==> config.mk <==
export PLATFORM = sky130hd
export DESIGN_NAME = horizontal_pixel_blur_top
export DESIGN_NICKNAME = d
export VERILOG_FILES = /design/src/rtl/core/hpb_pkg.sv /design/src/rtl/core/hpb_div.sv /design/src/rtl/core/horizontal_pixel_blur_top.sv
export SDC_FILE = /design/constraint.sdc
export NUM_CORES = 2
export LEC_CHECK = 0
export BUFFER_PORTS_ARGS = -buffer_cell sky130_fd_sc_hd__buf_2
export CAP_MARGIN = 20
export CORE_MARGIN = 2
export CORE_UTILIZATION = 65
export CTS_BUF_LIST = sky130_fd_sc_hd__clkbuf_8
export CTS_CLUSTER_DIAMETER = 200
export DETAILED_ROUTE_END_ITERATION = 12
export PLACE_DENSITY_LB_ADDON = 0.12
export SETUP_SLACK_MARGIN = 0.15
export SLEW_MARGIN = 20
export SYNTH_ARGS = -nofsm -noshare
export SYNTH_HDL_FRONTEND = slang
export SYNTH_SLANG_ARGS = --single-unit
==> constraint.sdc <==
create_clock -name clk -period 14 [get_ports clk]
set_clock_uncertainty 0.2 [all_clocks]
set_input_delay 2.1 -clock clk [delete_from_list [all_inputs] [get_ports clk]]
set_output_delay 2.1 -clock clk [all_outputs]
set_load 0.02 [all_outputs]
==> src/rtl/core/hpb_pkg.sv <==
package hpb_pkg;

  // Field and counter widths fixed by the stream format.
  localparam int PIX_W     = 32;
  localparam int PIX_BYTES = 4;
  localparam int CTR_W     = 12;
  localparam int DIM_W     = 13;
  localparam int TAPCFG_W  = 4;
  localparam int OFS_W     = 3;
  localparam int WGT_W     = 16;
  localparam int WORD_W    = 64;
  localparam int CFGIDX_W  = 3;
  localparam int NUM_WGT   = 8;

  // Linear position row * width + column, plus the centre shift.
  localparam int LIN_W = DIM_W + CTR_W;

  // Accumulator: byte times Q1.15 weight summed over up to eight taps.
  localparam int ACC_W  = 8 + WGT_W + 3;
  localparam int FRAC_W = 15;

  // Default tap count limit and image dimension limit.
  localparam int MAX_TAPS_DEF = 8;
  localparam logic [DIM_W-1:0] DIM_MAX = DIM_W'(4096);

  // Register reset values.
  localparam logic [DIM_W-1:0]    WIDTH_RST  = DIM_W'(640);
  localparam logic [DIM_W-1:0]    HEIGHT_RST = DIM_W'(480);
  localparam logic [TAPCFG_W-1:0] TAPS_RST   = TAPCFG_W'(1);
  localparam logic [OFS_W-1:0]    CENTRE_RST = '0;
  localparam logic [WORD_W-1:0]   WLOW_RST   = WORD_W'(32768);
  localparam logic [WORD_W-1:0]   WHIGH_RST  = '0;

  localparam logic [7:0] BYTE_MAX = 8'hff;

  // Configuration register indexes.
  typedef enum logic [CFGIDX_W-1:0] {
    CFG_WIDTH  = 3'd0,
    CFG_HEIGHT = 3'd1,
    CFG_TAPS   = 3'd2,
    CFG_CENTRE = 3'd3,
    CFG_WLOW   = 3'd4,
    CFG_WHIGH  = 3'd5
  } cfg_idx_t;

  // Sequencer states.
  typedef enum logic [2:0] {
    ST_IDLE,
    ST_MUL,
    ST_POS,
    ST_DIV,
    ST_CHK,
    ST_MAC,
    ST_PACK
  } state_t;

  // Clamp an image dimension to the range 1 to 4096.
  function automatic logic [DIM_W-1:0] clamp_dim(input logic [DIM_W-1:0] v);
    logic [DIM_W-1:0] r;
    r = v;
    if (v == '0) begin
      r = DIM_W'(1);
    end else if (v > DIM_MAX) begin
      r = DIM_MAX;
    end
    return r;
  endfunction

endpackage

==> src/rtl/core/hpb_div.sv <==
// Restoring divider, one quotient bit per cycle.
module hpb_div (
  input  logic                        clk,
  input  logic                        rst_n,
  input  logic                        start,
  input  logic [hpb_pkg::LIN_W-1:0]   dividend,
  input  logic [hpb_pkg::DIM_W-1:0]   divisor,
  output logic                        done,
  output logic [hpb_pkg::LIN_W-1:0]   quotient,
  output logic [hpb_pkg::DIM_W-1:0]   remainder
);

  localparam int LW  = hpb_pkg::LIN_W;
  localparam int DW  = hpb_pkg::DIM_W;
  localparam int CNT_W = $clog2(LW + 1);

  logic [LW-1:0]    quo_r, quo_nxt;
  logic [DW-1:0]    rem_r, rem_nxt;
  logic [CNT_W-1:0] cnt_r, cnt_nxt;
  logic             busy_r, busy_nxt;
  logic             done_r, done_nxt;
  logic [DW:0]      trial;
  logic             ge;

  // Shift in the next dividend bit and try a subtract.
  always_comb begin
    trial    = {rem_r, quo_r[LW-1]};
    ge       = trial >= {1'b0, divisor};
    quo_nxt  = quo_r;
    rem_nxt  = rem_r;
    cnt_nxt  = cnt_r;
    busy_nxt = busy_r;
    done_nxt = 1'b0;
    if (start) begin
      quo_nxt  = dividend;
      rem_nxt  = '0;
      cnt_nxt  = '0;
      busy_nxt = 1'b1;
    end else if (busy_r) begin
      rem_nxt = ge ? DW'(trial - {1'b0, divisor}) : trial[DW-1:0];
      quo_nxt = {quo_r[LW-2:0], ge};
      if (cnt_r == CNT_W'(LW - 1)) begin
        busy_nxt = 1'b0;
        done_nxt = 1'b1;
      end else begin
        cnt_nxt = cnt_r + CNT_W'(1);
      end
    end
  end

  // Control state.
  always_ff @(posedge clk) begin
    if (!rst_n) begin
      busy_r <= 1'b0;
      done_r <= 1'b0;
    end else begin
      busy_r <= busy_nxt;
      done_r <= done_nxt;
    end
  end

  // Datapath.
  always_ff @(posedge clk) begin
    quo_r <= quo_nxt;
    rem_r <= rem_nxt;
    cnt_r <= cnt_nxt;
  end

  assign done      = done_r;
  assign quotient  = quo_r;
  assign remainder = rem_r;

endmodule

==> src/rtl/core/horizontal_pixel_blur_top.sv <==
// Horizontal blur pass: takes 32-bit pixels in row-major order (in_tuser marks the first
// pixel of an image) and, for every pixel at least centre_offset in from each image edge,
// returns one blurred pixel with its column and row. Each byte is the sum over the taps of
// byte times an unsigned Q1.15 weight, truncated by 15 bits and saturated to 255; border
// pixels give no result. One pixel is handled at a time and in_tready is low while it is
// worked on. A pixel that gives no result ends after the position step, or after the divide
// and the border check when it lies inside the window but off the valid area; a pixel that
// gives a result goes on to one shared four-lane multiply-accumulate pass per tap and the
// pack step. The 25-step serial divider turns the centre's linear position into column and
// row. Configuration writes are always taken and must only be made while the block is idle.
module horizontal_pixel_blur_top #(
  parameter int MAX_TAPS = hpb_pkg::MAX_TAPS_DEF
) (
  input  logic                          clk,
  input  logic                          rst_n,
  input  logic                          in_tvalid,
  output logic                          in_tready,
  input  logic [31:0]                   in_tdata,   // pixel_word [31:0]
  input  logic                          in_tuser,   // frame_start
  output logic                          out_tvalid,
  input  logic                          out_tready,
  output logic [55:0]                   out_tdata,  // blurred_pixel [31:0], pixel_column
                                                    // [43:32], pixel_row [55:44]
  input  logic                          cfg_valid,
  output logic                          cfg_ready,
  input  logic [hpb_pkg::CFGIDX_W-1:0]  cfg_index,
  input  logic [hpb_pkg::WORD_W-1:0]    cfg_data
);

  localparam int CW     = hpb_pkg::CTR_W;
  localparam int DW     = hpb_pkg::DIM_W;
  localparam int LW     = hpb_pkg::LIN_W;
  localparam int KW     = hpb_pkg::TAPCFG_W;
  localparam int AW     = hpb_pkg::ACC_W;
  localparam int NB     = hpb_pkg::PIX_BYTES;
  localparam int TIDX_W = (MAX_TAPS > 1) ? $clog2(MAX_TAPS) : 1;

  // Configuration registers.
  logic [DW-1:0]                 width_r, height_r;
  logic [KW-1:0]                 taps_r;
  logic [hpb_pkg::OFS_W-1:0]     centre_r;
  logic [hpb_pkg::WORD_W-1:0]    wlow_r, whigh_r;

  assign cfg_ready = 1'b1;

  always_ff @(posedge clk) begin
    if (!rst_n) begin
      width_r  <= hpb_pkg::WIDTH_RST;
      height_r <= hpb_pkg::HEIGHT_RST;
      taps_r   <= hpb_pkg::TAPS_RST;
      centre_r <= hpb_pkg::CENTRE_RST;
      wlow_r   <= hpb_pkg::WLOW_RST;
      whigh_r  <= hpb_pkg::WHIGH_RST;
    end else if (cfg_valid && cfg_ready) begin
      case (cfg_index)
        hpb_pkg::CFG_WIDTH:  width_r  <= cfg_data[DW-1:0];
        hpb_pkg::CFG_HEIGHT: height_r <= cfg_data[DW-1:0];
        hpb_pkg::CFG_TAPS:   taps_r   <= cfg_data[KW-1:0];
        hpb_pkg::CFG_CENTRE: centre_r <= cfg_data[hpb_pkg::OFS_W-1:0];
        hpb_pkg::CFG_WLOW:   wlow_r   <= cfg_data;
        hpb_pkg::CFG_WHIGH:  whigh_r  <= cfg_data;
        default: ;
      endcase
    end
  end

  // Effective settings after range clamping.
  logic [DW-1:0] w_eff, h_eff;
  logic [KW-1:0] k_eff, k_m1;

  always_comb begin
    w_eff = hpb_pkg::clamp_dim(width_r);
    h_eff = hpb_pkg::clamp_dim(height_r);
    k_eff = taps_r;
    if (taps_r == '0) begin
      k_eff = KW'(1);
    end else if (taps_r > KW'(MAX_TAPS)) begin
      k_eff = KW'(MAX_TAPS);
    end
    k_m1 = k_eff - KW'(1);
  end

  // Sequencer state and control.
  hpb_pkg::state_t state_r, state_nxt;
  logic in_req, div_start, div_done, mac_clear, mac_en, out_load;
  logic p_ok, border_ok, last_tap;
  logic out_tvalid_r, out_tvalid_nxt;
  logic [TIDX_W-1:0] tap_r, tap_nxt;

  assign in_req = in_tvalid && in_tready;

  always_comb begin
    state_nxt = state_r;
    case (state_r)
      hpb_pkg::ST_IDLE: if (in_req) state_nxt = hpb_pkg::ST_MUL;
      hpb_pkg::ST_MUL:  state_nxt = hpb_pkg::ST_POS;
      hpb_pkg::ST_POS:  state_nxt = p_ok ? hpb_pkg::ST_DIV : hpb_pkg::ST_IDLE;
      hpb_pkg::ST_DIV:  if (div_done) state_nxt = hpb_pkg::ST_CHK;
      hpb_pkg::ST_CHK:  state_nxt = border_ok ? hpb_pkg::ST_MAC : hpb_pkg::ST_IDLE;
      hpb_pkg::ST_MAC:  if (last_tap) state_nxt = hpb_pkg::ST_PACK;
      hpb_pkg::ST_PACK: if (!out_tvalid_r || out_tready) state_nxt = hpb_pkg::ST_IDLE;
      default:          state_nxt = hpb_pkg::ST_IDLE;
    endcase
  end

  always_comb begin
    in_tready = 1'b0;
    div_start = 1'b0;
    mac_clear = 1'b0;
    mac_en    = 1'b0;
    out_load  = 1'b0;
    case (state_r)
      hpb_pkg::ST_IDLE: in_tready = 1'b1;
      hpb_pkg::ST_POS:  div_start = p_ok;
      hpb_pkg::ST_CHK:  mac_clear = 1'b1;
      hpb_pkg::ST_MAC:  mac_en    = 1'b1;
      hpb_pkg::ST_PACK: out_load  = !out_tvalid_r || out_tready;
      default: ;
    endcase
  end

  // Pixel window, newest in entry 0, and position counters.
  logic [31:0]   win_r [MAX_TAPS];
  logic [CW-1:0] col_r, row_r, col_nxt, row_nxt;
  logic [CW-1:0] col0, row0;
  logic [CW-1:0] pos_col_r, pos_row_r;
  logic [CW:0]   col_inc, row_inc;

  always_comb begin
    col0    = in_tuser ? '0 : col_r;
    row0    = in_tuser ? '0 : row_r;
    col_inc = {1'b0, col0} + (CW+1)'(1);
    row_inc = {1'b0, row0} + (CW+1)'(1);
    col_nxt = col_inc[CW-1:0];
    row_nxt = row0;
    if (col_inc >= w_eff) begin
      col_nxt = '0;
      row_nxt = (row_inc >= h_eff) ? '0 : row_inc[CW-1:0];
    end
  end

  always_ff @(posedge clk) begin
    if (!rst_n) begin
      col_r <= '0;
      row_r <= '0;
    end else if (in_req) begin
      col_r <= col_nxt;
      row_r <= row_nxt;
    end
  end

  // The window is part of the block's reset state.
  always_ff @(posedge clk) begin
    if (!rst_n) begin
      for (int i = 0; i < MAX_TAPS; i++) begin
        win_r[i] <= '0;
      end
    end else if (in_req) begin
      win_r[0] <= in_tdata;
      for (int i = 1; i < MAX_TAPS; i++) begin
        win_r[i] <= win_r[i-1];
      end
    end
  end

  always_ff @(posedge clk) begin
    if (in_req) begin
      pos_col_r <= col0;
      pos_row_r <= row0;
    end
  end

  // Linear position of the pixel and of its centre.
  logic [LW-1:0] prod_full, prod_r, lin, centre;

  assign prod_full = pos_row_r * w_eff;

  always_ff @(posedge clk) begin
    if (state_r == hpb_pkg::ST_MUL) begin
      prod_r <= prod_full;
    end
  end

  always_comb begin
    lin    = prod_r + LW'(pos_col_r);
    p_ok   = lin >= LW'(k_m1);
    centre = lin - LW'(k_m1) + LW'(centre_r);
  end

  // Centre column and row from the serial divider.
  logic [LW-1:0] cy;
  logic [DW-1:0] cx;

  hpb_div u_div (
    .clk       (clk),
    .rst_n     (rst_n),
    .start     (div_start),
    .dividend  (centre),
    .divisor   (w_eff),
    .done      (div_done),
    .quotient  (cy),
    .remainder (cx)
  );

  always_comb begin
    border_ok = (cx >= DW'(centre_r))
             && ((DW+1)'(cx) + (DW+1)'(centre_r) < (DW+1)'(w_eff))
             && (cy >= LW'(centre_r))
             && ((LW+1)'(cy) + (LW+1)'(centre_r) < (LW+1)'(h_eff));
  end

  logic [CW-1:0] res_col_r, res_row_r;

  always_ff @(posedge clk) begin
    if (state_r == hpb_pkg::ST_CHK) begin
      res_col_r <= cx[CW-1:0];
      res_row_r <= cy[CW-1:0];
    end
  end

  // Shared four-lane multiply-accumulate, one tap per cycle.
  logic [2*hpb_pkg::WORD_W-1:0] wgt_all;
  logic [hpb_pkg::WGT_W-1:0]    wgt;
  logic [KW-1:0]                win_idx;
  logic [31:0]                  win_sel;
  logic [AW-1:0]                acc_r [NB];
  logic [AW-1:0]                acc_nxt [NB];

  always_comb begin
    wgt_all  = {whigh_r, wlow_r};
    wgt      = wgt_all[hpb_pkg::WGT_W*tap_r +: hpb_pkg::WGT_W];
    win_idx  = k_m1 - KW'(tap_r);
    win_sel  = win_r[win_idx[TIDX_W-1:0]];
    last_tap = KW'(tap_r) == k_m1;
    tap_nxt  = tap_r + TIDX_W'(1);
    for (int j = 0; j < NB; j++) begin
      acc_nxt[j] = acc_r[j] + AW'(win_sel[8*j +: 8]) * AW'(wgt);
    end
  end

  always_ff @(posedge clk) begin
    if (mac_clear) begin
      tap_r <= '0;
      for (int j = 0; j < NB; j++) begin
        acc_r[j] <= '0;
      end
    end else if (mac_en) begin
      tap_r <= tap_nxt;
      for (int j = 0; j < NB; j++) begin
        acc_r[j] <= acc_nxt[j];
      end
    end
  end

  // Truncate, saturate and pack each byte.
  logic [31:0] blur_px;

  always_comb begin
    for (int j = 0; j < NB; j++) begin
      if (|acc_r[j][AW-1:hpb_pkg::FRAC_W+8]) begin
        blur_px[8*j +: 8] = hpb_pkg::BYTE_MAX;
      end else begin
        blur_px[8*j +: 8] = acc_r[j][hpb_pkg::FRAC_W +: 8];
      end
    end
  end

  // Output register.
  logic [55:0] out_data_r;

  always_comb begin
    out_tvalid_nxt = out_tvalid_r;
    if (out_load) begin
      out_tvalid_nxt = 1'b1;
    end else if (out_tready) begin
      out_tvalid_nxt = 1'b0;
    end
  end

  always_ff @(posedge clk) begin
    if (!rst_n) begin
      state_r      <= hpb_pkg::ST_IDLE;
      out_tvalid_r <= 1'b0;
    end else begin
      state_r      <= state_nxt;
      out_tvalid_r <= out_tvalid_nxt;
    end
  end

  always_ff @(posedge clk) begin
    if (out_load) begin
      out_data_r <= {res_row_r, res_col_r, blur_px};
    end
  end

  assign out_tvalid = out_tvalid_r;
  assign out_tdata  = out_data_r;

  // The block is not ready in the cycle after it takes a request.
  a_busy_after_req: assert property (@(posedge clk) disable iff (!rst_n)
    in_req |=> !in_tready)
    else $error("in_tready high right after a request");

  // The divider only finishes while the sequencer waits for it.
  a_div_done_state: assert property (@(posedge clk) disable iff (!rst_n)
    div_done |-> state_r == hpb_pkg::ST_DIV)
    else $error("divider done outside the divide state");

  // The tap index never runs past the taps in use.
  a_tap_bound: assert property (@(posedge clk) disable iff (!rst_n)
    state_r == hpb_pkg::ST_MAC |-> KW'(tap_r) <= k_m1)
    else $error("tap index beyond tap count");

  // A new result only appears after the pack step.
  a_out_from_pack: assert property (@(posedge clk) disable iff (!rst_n)
    $rose(out_tvalid_r) |-> $past(state_r == hpb_pkg::ST_PACK))
    else $error("result raised outside the pack step");

endmodule
[Word level (Yosys, flattened, before mapping)]
Memory sizes are Yosys's and may differ from the RTL's.
Cells that the tools add are included.
Cells by class
  bitwise logic cells: 15
  shift-type cells: 1
  add/sub/neg operators: 16
  reductions and logical operators: 26
  mux-type cells: 53
  divide/modulo/power cells: 0
  equality and inequality tests: 17
  multiply operators: 5
  magnitude comparators: 11
Operators by type and width (number)
  $mux 32: 8
  $shiftx 128x8->16: 1
  $add 27x24->27: 4
  $mux 27: 4
  $mul 8x16->24: 4
  $mux 13: 5
  $mux 12: 5
  $mux 25: 2
  $add 12x1->13 const B: 2
  $add 25x3->26: 1
  $ge 13x13->1: 2
  $gt 13x13->1 const B: 2
  $logic_not 13->1: 2
  $lt 26x13->1: 1
  $add 25x12->25: 1
  $add 25x3->25: 1
  $ge 25x3->1: 1
  $ge 25x4->1: 1
  $mul 12x13->25: 1
  $sub 25x4->25: 1
  $pmux 3 s7: 1
  $mux 1: 20
  $reduce_or 4->1: 4
  $eq 3x3->1 const B: 5
  other kinds (30): 65
Word-level totals
  bits in registers: 366
  bits in read-only memories: 0
  output and inout port bits: 59
  memories: 2
  bits in latches: 0
  bits in writable memories: 364
Memory list
  win_r: words 8, width 32, read ports 8, clocked after Yosys merged registers in 0, write ports 8, RTL line horizontal_pixel_blur_top.sv:123  | logic [31:0] win_r [MAX_TAPS];
  acc_r: words 4, width 27, read ports 4, clocked after Yosys merged registers in 0, write ports 4, RTL line horizontal_pixel_blur_top.sv:226  | logic [AW-1:0] acc_r [NB];

[Logic depth before layout (Yosys ltp)]
  depth after elaboration: 9
  depth in mapped cells: 33
  depth with buffers taken out: 30

[Cells and area by module]
From an unflattened synthesis, not the netlist that was laid out.
Unflattened totals
  cells, all modules: 5795
  area total of the unflattened synthesis: 59219.3 µm²
Modules (own cells, without submodules)
  horizontal_pixel_blur_top: area each 56575.5 µm², cells an instance 5546, seq. area each 18647.9 µm², instances 1
  hpb_div: area each 2643.8 µm², cells an instance 249, seq. area each 1151.1 µm², instances 1

[Worst setup path before layout]
Ideal clock, no wire load.
  kind: input-to-reg
  from: in in_tvalid
  to: mem win_r[0][0] (enable)
  path buffers: 1
  slack: 5.592 ns
  cell stages on the path: 5
  data arrival time: 7.603 ns
  path through: nand2_1 > inv_1 > nor2_1 > clkbuf_1 > inv_1
RTL lines
  start, declared: RTL line horizontal_pixel_blur_top.sv:16  | input logic in_tvalid,
  end, declared: RTL line horizontal_pixel_blur_top.sv:123

==> results.md <==
- The time the worst path needs with I/O delays and setup is 9030 ps.
- The buffer type at the clock tree root is clkbuf_8.
- The horizontal die dimension is 305 um.
- The transition time of the tightest slew-check pin is 1130 ps.
- Summed over all layers, the routed wires come to 142,000 um.
- The total negative slack is 0 ps.
- The via count of the first global-routing pass is 42,560.
- Setup violations remaining at the end of the flow were counted as 0.
- After synthesis the netlist holds a flip-flop and latch count of 730.
- Setup repair after global routing left no endpoint under its margin.
- The Yosys step of the flow raised 0 warnings.
- The CTS clock-pin slew for the worst setup and hold paths is 60 ps.
- Derived from the worst setup path, the maximum achievable clock frequency is 111 MHz.
- In the global route stage, overall resource usage came out at 0.311.
- The clock insertion delay at the later pin of the skew report is 860 ps.
- VDD sags by at most 0.189 mV.
- The first global-routing pass estimated 229,000 um of wire.
- The detail route stage leaves a number of antenna-violating nets equal to 0.
- The cell type with the largest total area after synthesis is edfxtp_1.
- The number of rows created at floorplan is 110.
- The clock net in this run drives a total of 730 sinks.
- The count of unresolved DRC violations after routing is 0.
- Yosys attributes the largest share of cell area to edfxtp_1 26%, fa_1 18%, ha_1 8.6%.
- The number of gates resized after CTS was 0.
- The number of search-and-repair iterations in the first detailed-routing pass is 5.
- The number of pins exceeding their max-slew limit in the final report is 0.
- The power per cell area is 178 mW/mm^2.
- No sink is reached through more buffers than the 3 on the longest clock path.
- The core area is 0.0900 mm^2.
- The synthesized-area fraction occupied by ao, oa, aoi and oai cells is 0.0701.
- In this run the mean area of a mapped cell was 10.1 um^2.
- The initial antenna violation count is 2.
- The multi-input combinational cells in the finished layout cover a total of 0.0348 mm^2.
- In this run the register-to-register setup slack is 4970 ps.
- The first-iteration detailed-routing DRC count is 3,570.
- The starting density of the core is 0.656.
- The count of mapped cells out of synthesis is 5,856.
- The run finished with clean final reports.
- The share of synthesized area occupied by flip-flops and latches is 0.335.
- The main flop type after synthesis is edfxtp_1.
- After synthesis, the share of cell area in mux cells is 0.0553.
- 164 I/O pins were placed.
- The via count normalized by instance count is 5.86.
- Of the total synthesized cell area, the portion taken by AND, OR, NAND and NOR gates is 0.163.
- Dividing the detail-routed wire length by the instance count gives 19.6 um.
- The post-CTS setup buffer count is 0.
- The area added between synthesis and finish is 7.48%.
- The final worst-path cycle share is 0.645.
- The final RePlAce weighted congestion is 0.900.
- By area, the combinational part of the netlist is dominated by adder cells.
- Across the whole layout, storage elements account for 0.0198 mm^2.
- The static leakage is 29.0 nW.
- In this run the number of H-tree levels came out at 4.
- After synthesis, the most frequently instantiated cells are 869 x inv_1, 637 x nand2_1, 550 x nor2_1, 542 x fa_1, 518 x edfxtp_1.
- The cell with the most instances after synthesis is inv_1.
- The synthesized cell area is 0.0590 mm^2.
- The die covers 0.0933 mm^2.
- The top-area cell type share of the netlist area is 0.263.
- The total overflow left after global routing is 0.
- The worst pin sits at a relative slew slack of 0.230.
- Of the total synthesized cell area, the portion taken by XOR and XNOR cells is 0.0278.
- The required time at the endpoint of the critical path is 14,380 ps.
- Counting flops with an async set or reset pin after synthesis yields a share of 0.
- Buffers inserted during clock tree synthesis total 131.
- The TritonCTS clock tree is done.
- The count of max-cap constraint violations is 0.
- The number of buffers inserted by port buffering is 162.
- The synthesized design contains 518 enable-type register cells.
- The routed layout has 42,399 vias.
- The net count of the finished layout is 7,009.
- The final count of hold timing violations is 0.
- On the final layout, the worst hold slack is 221 ps.
- STA classifies the critical path endpoint as a flop.
- In this run the worst path has a maximum fanout of 64.
- The number of hold buffers added after CTS was 0.
- In the final layout, the share of cells above drive strength 1 is 0.103.
- The worst setup path is of the reg2reg kind.
- Measured along the y axis, the die boundary spans 305 um.
- The layout has 6,820 filler cells.
- The maximum number of pins on one net before global-route repair is 147.
- The type of the worst min-delay path is reg2reg.
- The HPWL after detailed placement is 101,000 um.
- The count of different cell masters after synthesis is 99.
- The launching element type of the critical path is a flop.
- Of the total synthesized cell area, the portion taken by full adders, half adders and majority gates is 0.270.
- The data arrival time of the critical path is 9410 ps.
-- cell families (layout without fill, tap and decap cells) --
kind of cell             after synthesis  in the layout
AND/OR/NAND/NOR                     2015           2015
XOR/XNOR                             182            182
flip-flops                           730            730
adder cells (fa/ha/maj)              950            950
AO/OA/AOI/OAI                        656            656
buffers and inverters               1138           1342
multiplexers                         184            184
other                                  1              4
-- layout by cell type (no fill, tap or decap), types with 14 or more instances in the layout --
master / n
a211oi_1: 20
a21o_1: 75
a21oi_1: 269
a31oi_1: 17
and2_1: 140
and3_1: 235
buf_2: 161
buf_4: 68
clkbuf_8: 140
clkinv_2: 19
dfxtp_1: 210
edfxtp_1: 518
fa_1: 541
ha_1: 407
inv_1: 911
mux2_2: 21
mux2i_1: 16
mux2i_2: 28
mux4_2: 89
nand2_1: 636
nand2b_1: 88
nand3_1: 60
nand4_1: 32
nor2_1: 547
nor2b_1: 78
nor3_1: 50
nor4_1: 23
o211ai_1: 21
o21a_1: 34
o21ai_0: 93
o21bai_1: 14
o31ai_1: 15
or2_1: 44
xnor2_1: 105
xor2_1: 74
-- power by group --
group | internal [W] | switching, W | total, W
Clock | 0.00110 | 0.000986 | 0.00209
Sequential | 0.00278 | 0.000291 | 0.00307
Combinational | 0.00239 | 0.00374 | 0.00612
Total | 0.00627 | 0.00501 | 0.0113
-- per-layer routing --
| layer | track usage | part of all wire |
|---|---|---|
| met1 | 0.456 | 0.45 |
| met2 | 0.476 | 0.45 |
| met3 | 0.0598 | 0.082 |
| met4 | 0.0868 | 0.024 |
| met5 | 0 | 0 |
-- flip-flops by register name, summed over array words and instances, names as in the netlist, 13 cells and up --
signal / cells
out_tdata: 56
wlow_r: 64
width_r: 13
u_div.quotient: 25
u_div.remainder: 13
prod_r: 25
height_r: 13
win_r: 256
acc_r: 108
whigh_r: 64
-- worst max-delay path, stage by stage (launching register included) --
cell       delay, ps
dfxtp_1          330
nor2_1           110
nor2_1            50
nor2_1           190
inv_1            120
ha_1             380
fa_4             500
xor2_4           160
buf_4            720
mux4_1           670
mux2i_2          750
nor2_1           170
fa_1             550
fa_1             520
fa_1             490
inv_1             50
fa_1             470
inv_1             40
ha_1             320
a2111oi_0        350
o21ai_0          180
a41oi_1          440
o21ai_0          210
o221ai_1         390
o31ai_1          130
xnor2_1          170
nor2_1            60
-- per-stage QoR --
stage | power (W) | worst slack (ps) | std cells | area [um^2] | utilization
after floorplan | 0.00778 | 5590 | 5857 | 59000 | -
after global placement | 0.00898 | 5090 | 6996 | 60700 | 0.674
after detailed placement | 0.00912 | 5040 | 6996 | 60700 | 0.674
after CTS | 0.0112 | 5020 | 7236 | 63400 | 0.704
after global routing | 0.0121 | 4460 | 7239 | 63500 | 0.705
final | 0.0113 | 4970 | 7239 | 63500 | 0.705
-- area by class of cell --
class,instances,share of cell area
Clock buffer,140,0.0304
Clock inverter,100,0.0121
Timing Repair Buffer,232,0.0213
Inverter,870,0.0517
Antenna cell,2,0.0000789
Sequential cell,730,0.312
Tap cell,1176,0.0232
Multi-Input combinational cell,3989,0.549
-- worst paths after layout --
path | cells after the start | to | from
hold / removal | 0 | out_tdata[43] | res_col_r[11]
setup reg to reg | 26 | acc_r[3][26] | taps_r[1]
setup / recovery | 26 | acc_r[3][26] | taps_r[1]
hold reg to reg | 0 | out_tdata[43] | res_col_r[11]
No activity file was read; power rests on OpenSTA's default activity.
